--- src/rtl/track_distance_statistics_macros.svh ---
// ----------------------------------------------------------------------------
// Assertion macros shared by the statistics block.
// ----------------------------------------------------------------------------
`ifndef TRACK_DISTANCE_STATISTICS_MACROS_SVH
`define TRACK_DISTANCE_STATISTICS_MACROS_SVH

`ifndef NO_ASSERTIONS

// Implication in the same cycle, checked on the rising edge of clk.
`define TDS_ASSERT_SAME(lbl, ante, cons, msg) \
	lbl: assert property (@(posedge clk) disable iff (!arst_n) (ante) |-> (cons)) \
		else $error(msg);

// Implication into the following cycle.
`define TDS_ASSERT_NEXT(lbl, ante, cons, msg) \
	lbl: assert property (@(posedge clk) disable iff (!arst_n) (ante) |=> (cons)) \
		else $error(msg);

`else

`define TDS_ASSERT_SAME(lbl, ante, cons, msg)
`define TDS_ASSERT_NEXT(lbl, ante, cons, msg)

`endif

`endif

--- src/rtl/tds_ram.sv ---
// ----------------------------------------------------------------------------
// tds_ram
// Simple dual-port RAM: one write port, one read port with registered data.
// ----------------------------------------------------------------------------
module tds_ram #(
	parameter int WIDTH = 8,
	parameter int DEPTH = 16
) (
	input  logic                     clk,
	input  logic                     we,
	input  logic [$clog2(DEPTH)-1:0] waddr,
	input  logic [WIDTH-1:0]         wdata,
	input  logic                     re,
	input  logic [$clog2(DEPTH)-1:0] raddr,
	output logic [WIDTH-1:0]         rdata
);

	logic [WIDTH-1:0] mem [DEPTH];

	// Write port.
	always_ff @(posedge clk) begin
		if (we) begin
			mem[waddr] <= wdata;
		end
	end

	// Read port with registered data.
	always_ff @(posedge clk) begin
		if (re) begin
			rdata <= mem[raddr];
		end
	end

endmodule

--- config.mk ---
export PLATFORM = sky130hd
export DESIGN_NAME = tds_ram
export DESIGN_NICKNAME = d
export VERILOG_FILES = /design/src/rtl/track_distance_statistics_macros.svh /design/src/rtl/tds_ram.sv
export SDC_FILE = /design/constraint.sdc
export NUM_CORES = 1
export LEC_CHECK = 0
export BUFFER_PORTS_ARGS = -buffer_cell sky130_fd_sc_hd__buf_4
export CAP_MARGIN = 25
export CELL_PAD_IN_SITES_DETAIL_PLACEMENT = 1
export CELL_PAD_IN_SITES_GLOBAL_PLACEMENT = 2
export CORE_MARGIN = 2
export CORE_UTILIZATION = 43
export DETAILED_ROUTE_END_ITERATION = 16
export PLACE_DENSITY_LB_ADDON = 0.08
export SYNTH_ARGS = -nofsm -noshare
export SYNTH_HDL_FRONTEND = slang
export SYNTH_SLANG_ARGS = --single-unit
--- constraint.sdc ---
create_clock -name clk -period 1.9 [get_ports clk]
set_clock_uncertainty 0.05 [all_clocks]
set_input_delay 0.285 -clock clk [delete_from_list [all_inputs] [get_ports clk]]
set_output_delay 0.285 -clock clk [all_outputs]
set_load 0.1 [all_outputs]
==> summary.md <==
| Metric | Value |
|---|---|
| Clock Sinks | `around 140` |
| Final setup fails | `0` |
| Fmax | `about 660 MHz` |
| Worst Setup End Kind | `register` |
| Core Area | `about 0.012 sq mm` |
| Slowest-stage cell, CP | `mux4_2` |
| WHS | `about 0.13 ns` |
| Seq/Total Area, Yosys | `78.12%` |
| Largest family of logic cells by synthesized area | `multiplexers` |
| Hold WC Path Type | `in2reg` |
| Gr usage total | `approximately 18%` |
| Avg Cell Area, Syn | `about 23 sq um` |
| Min cycle time layout | `~1.5 ns` |
| Final setup margin | `0.3818 ns` |
| Max VDD drop | `between 0.5 and 0.6 mV` |
| Initial antenna violation count | `0` |
| Skew-Pair Late Insertion Delay | `roughly 0.40 ns` |
| Rows | `40` |
| Mean number of vias per cell | `around 5.5` |
| Flop and latch count out of synthesis | `approximately 140` |
| Status | `complete, no violations` |
| I/O pin count | `27` |
| Initial core utilization | `43.70%` |
| Die Wd | `114.3 um` |
| Final Slew Violations | `0` |
| Main area contributors after synthesis | `edfxtp_1 (78%), mux4_2 (7.8%), mux4_1 (7.0%)` |
| Area Growth Syn to Fin | `20.06%` |
| CP Cell Sequence | `mux4_2 > a22oi_1 > nand2_1` |
| N_diodes | `0` |
| Final hold vios | `0` |
| Post-Synth XOR/XNOR Area | `0%` |
| Die extent in y | `114.3 um` |
| Cell Area, Synth | `~0.0052 sq mm` |
| TritonCTS clock tree | `built` |
| CP top delay family | `multiplexers` |
| CP startpoint kind | `register` |
| Congestion Overflow GR | `0` |
| Clk Tree Root Cell | `clkbuf_16` |
| Drt total wl | `10420 um` |
| RSZ-0062 raised after global routing | `no` |
| Biggest area consumer among synthesized cells | `edfxtp_1` |
| Worst R2R Path Depth | `3` |
| Largest net degree at the start of global routing | `17` |
| Final Util | `between 50% and 60%` |
| Mux contribution to synthesized area | `14.79%` |
| Die area | `roughly 0.013 sq mm` |
| Routed WL per cell | `23.37 um` |
| Postcts setup bufs | `0` |
| Yosys warning total | `0` |
| Worst-path maximum fanout | `1` |
| PortBufs | `26` |
| CP required | `1.99 ns` |
| Hold_buf cts | `0` |
| Clock transition at path regs | `approximately 0.05 ns` |
| Synth top area share | `slightly below 80%` |
| Simple-gate share of the synthesized area | `3.135%` |
| First-pass GRT wire length | `between 15000 and 20000 um` |
| Max_cap viols | `0` |
| Least-Margin Pin Slew | `slightly above 0.4 ns` |
| Fin crit share | `about four fifths` |
| Worst slew margin relative to its limit | `between 70% and 80%` |
| CTS resizes | `0` |
| Max clock buf depth | `2` |
| WHS Path Cells | `1` |
| Syn_nets | `248` |
| Post-route ant nets | `0` |
| CP arrival | `roughly 1.6 ns` |
| Compound-Gate Fraction of Synth Area | `under 10%` |
| # DRC | `0` |
| Post-synthesis adder-cell area fraction | `0%` |
| Placer congestion estimate | `around 0.7` |
| Nets@finish | `about 310` |
| # H-tree levels | `4` |
| Drt pass-1 iters | `4` |
| Critical Path Stages | `3` |
| Hpwl dp | `between 6000 and 7000 um` |
| Pwr dens | `1064 mW/mm^2` |
| Share of cells above drive strength 1 | `between 30% and 40%` |
| Via count | `~2500` |
| Post-Syn Instances | `roughly 230` |
| Vias in the first global route | `2669` |
| Crit path buffers/inverters | `0` |
| Critical path class | `reg2reg` |
| CTS Buf Count | `17` |
| Netlist cell types | `18` |
| Post-Place Worst Slack | `-0.08113 ns` |
| DRT iter0 DRCs | `around 170` |
| Critical Path Max Stage Delay | `around 0.47 ns` |
| Lkg Pwr | `2.136 nW` |
[logic make-up (layout without fill, tap and decap cells)]
kind of cell           Yosys count  after routing
AOI/OAI and AO/OA               16             16
buffers and inverters           10             80
DFF                            136            136
muxes                           32             32
and+or+nand+nor                 35             35
[sequential cells by signal, summed over array words and instances, names as in the netlist]
signal and cells:
rdata 8, mem 128
[path summary, 6_finish.rpt]
kind	from	end	slack (ns)
min	wdata[0]	mem[9][0]	0.13
min reg2reg	mem[8][3]	rdata[3]	0.71
max reg2reg	mem[3][7]	rdata[7]	0.38
max	mem[3][7]	rdata[7]	0.38
[Yosys cell counts (all sizes together)]
cell type	number
and2b	1
a22oi	16
mux4	32
nor3	4
nand3	1
and2	1
nand2	9
nand2b	2
buf	7
or3b	1
nor2b	1
nand3b	2
clkdlybuf4s25	3
nor2	13
edfxtp	136
[metal layers]
metal  vias to the layer above  wire length (um)  track usage, %
met5                         -                 0               0
met1                      1292              4711           23.61
li1                       1097                 -               -
met2                        69              5153           28.41
met4                         0               109           5.447
met3                         9               449           4.764
[where the power goes]
group | switching, mW | internal (mW)
clock network | 1.07 | 1.75
registers | 0.0194 | 3.38
logic | 0.285 | 0.170
[final cells by class]
cell class	instances	area, sq um
clock inverters	7	57.56
repair buffers	52	452.9
clock buffers	21	440.4
flip-flops and latches	136	4084
multi-input cells	83	1057
fillers	1066	5685
well taps	147	183.9
[cell usage in the layout, fill, tap and decap left out, types with 5 or more instances in the layout]
| master | Yosys | final |
|---|---|---|
| edfxtp_1 | 136 | 136 |
| buf_4 | 1 | 47 |
| a22oi_1 | 16 | 16 |
| nand2_1 | 9 | 9 |
| mux4_2 | 18 | 18 |
| nor2_1 | 13 | 13 |
| buf_12 | 0 | 5 |
| mux4_1 | 14 | 14 |
| clkbuf_16 | 0 | 17 |
[worst register-to-register path, stage by stage (launching register included)]
cell and delay (ns):
edfxtp_1 0.35, mux4_2 0.47, a22oi_1 0.30, nand2_1 0.09
[through the flow]
stage / setup TNS (ns) / total power [mW] / instance area (sq um) / std cells
final: 0 / 6.678 / 6276 / 446
after global routing: 0 / 6.878 / 6276 / 446
after CTS: 0 / 6.741 / 6276 / 446
after detailed placement: -0.08113 / 3.926 / 5778 / 418
after global placement: -0.08768 / 3.922 / 5778 / 418
after floorplan: 0 / 3.733 / 5228 / 229
Power figures use the tool's default switching activity.
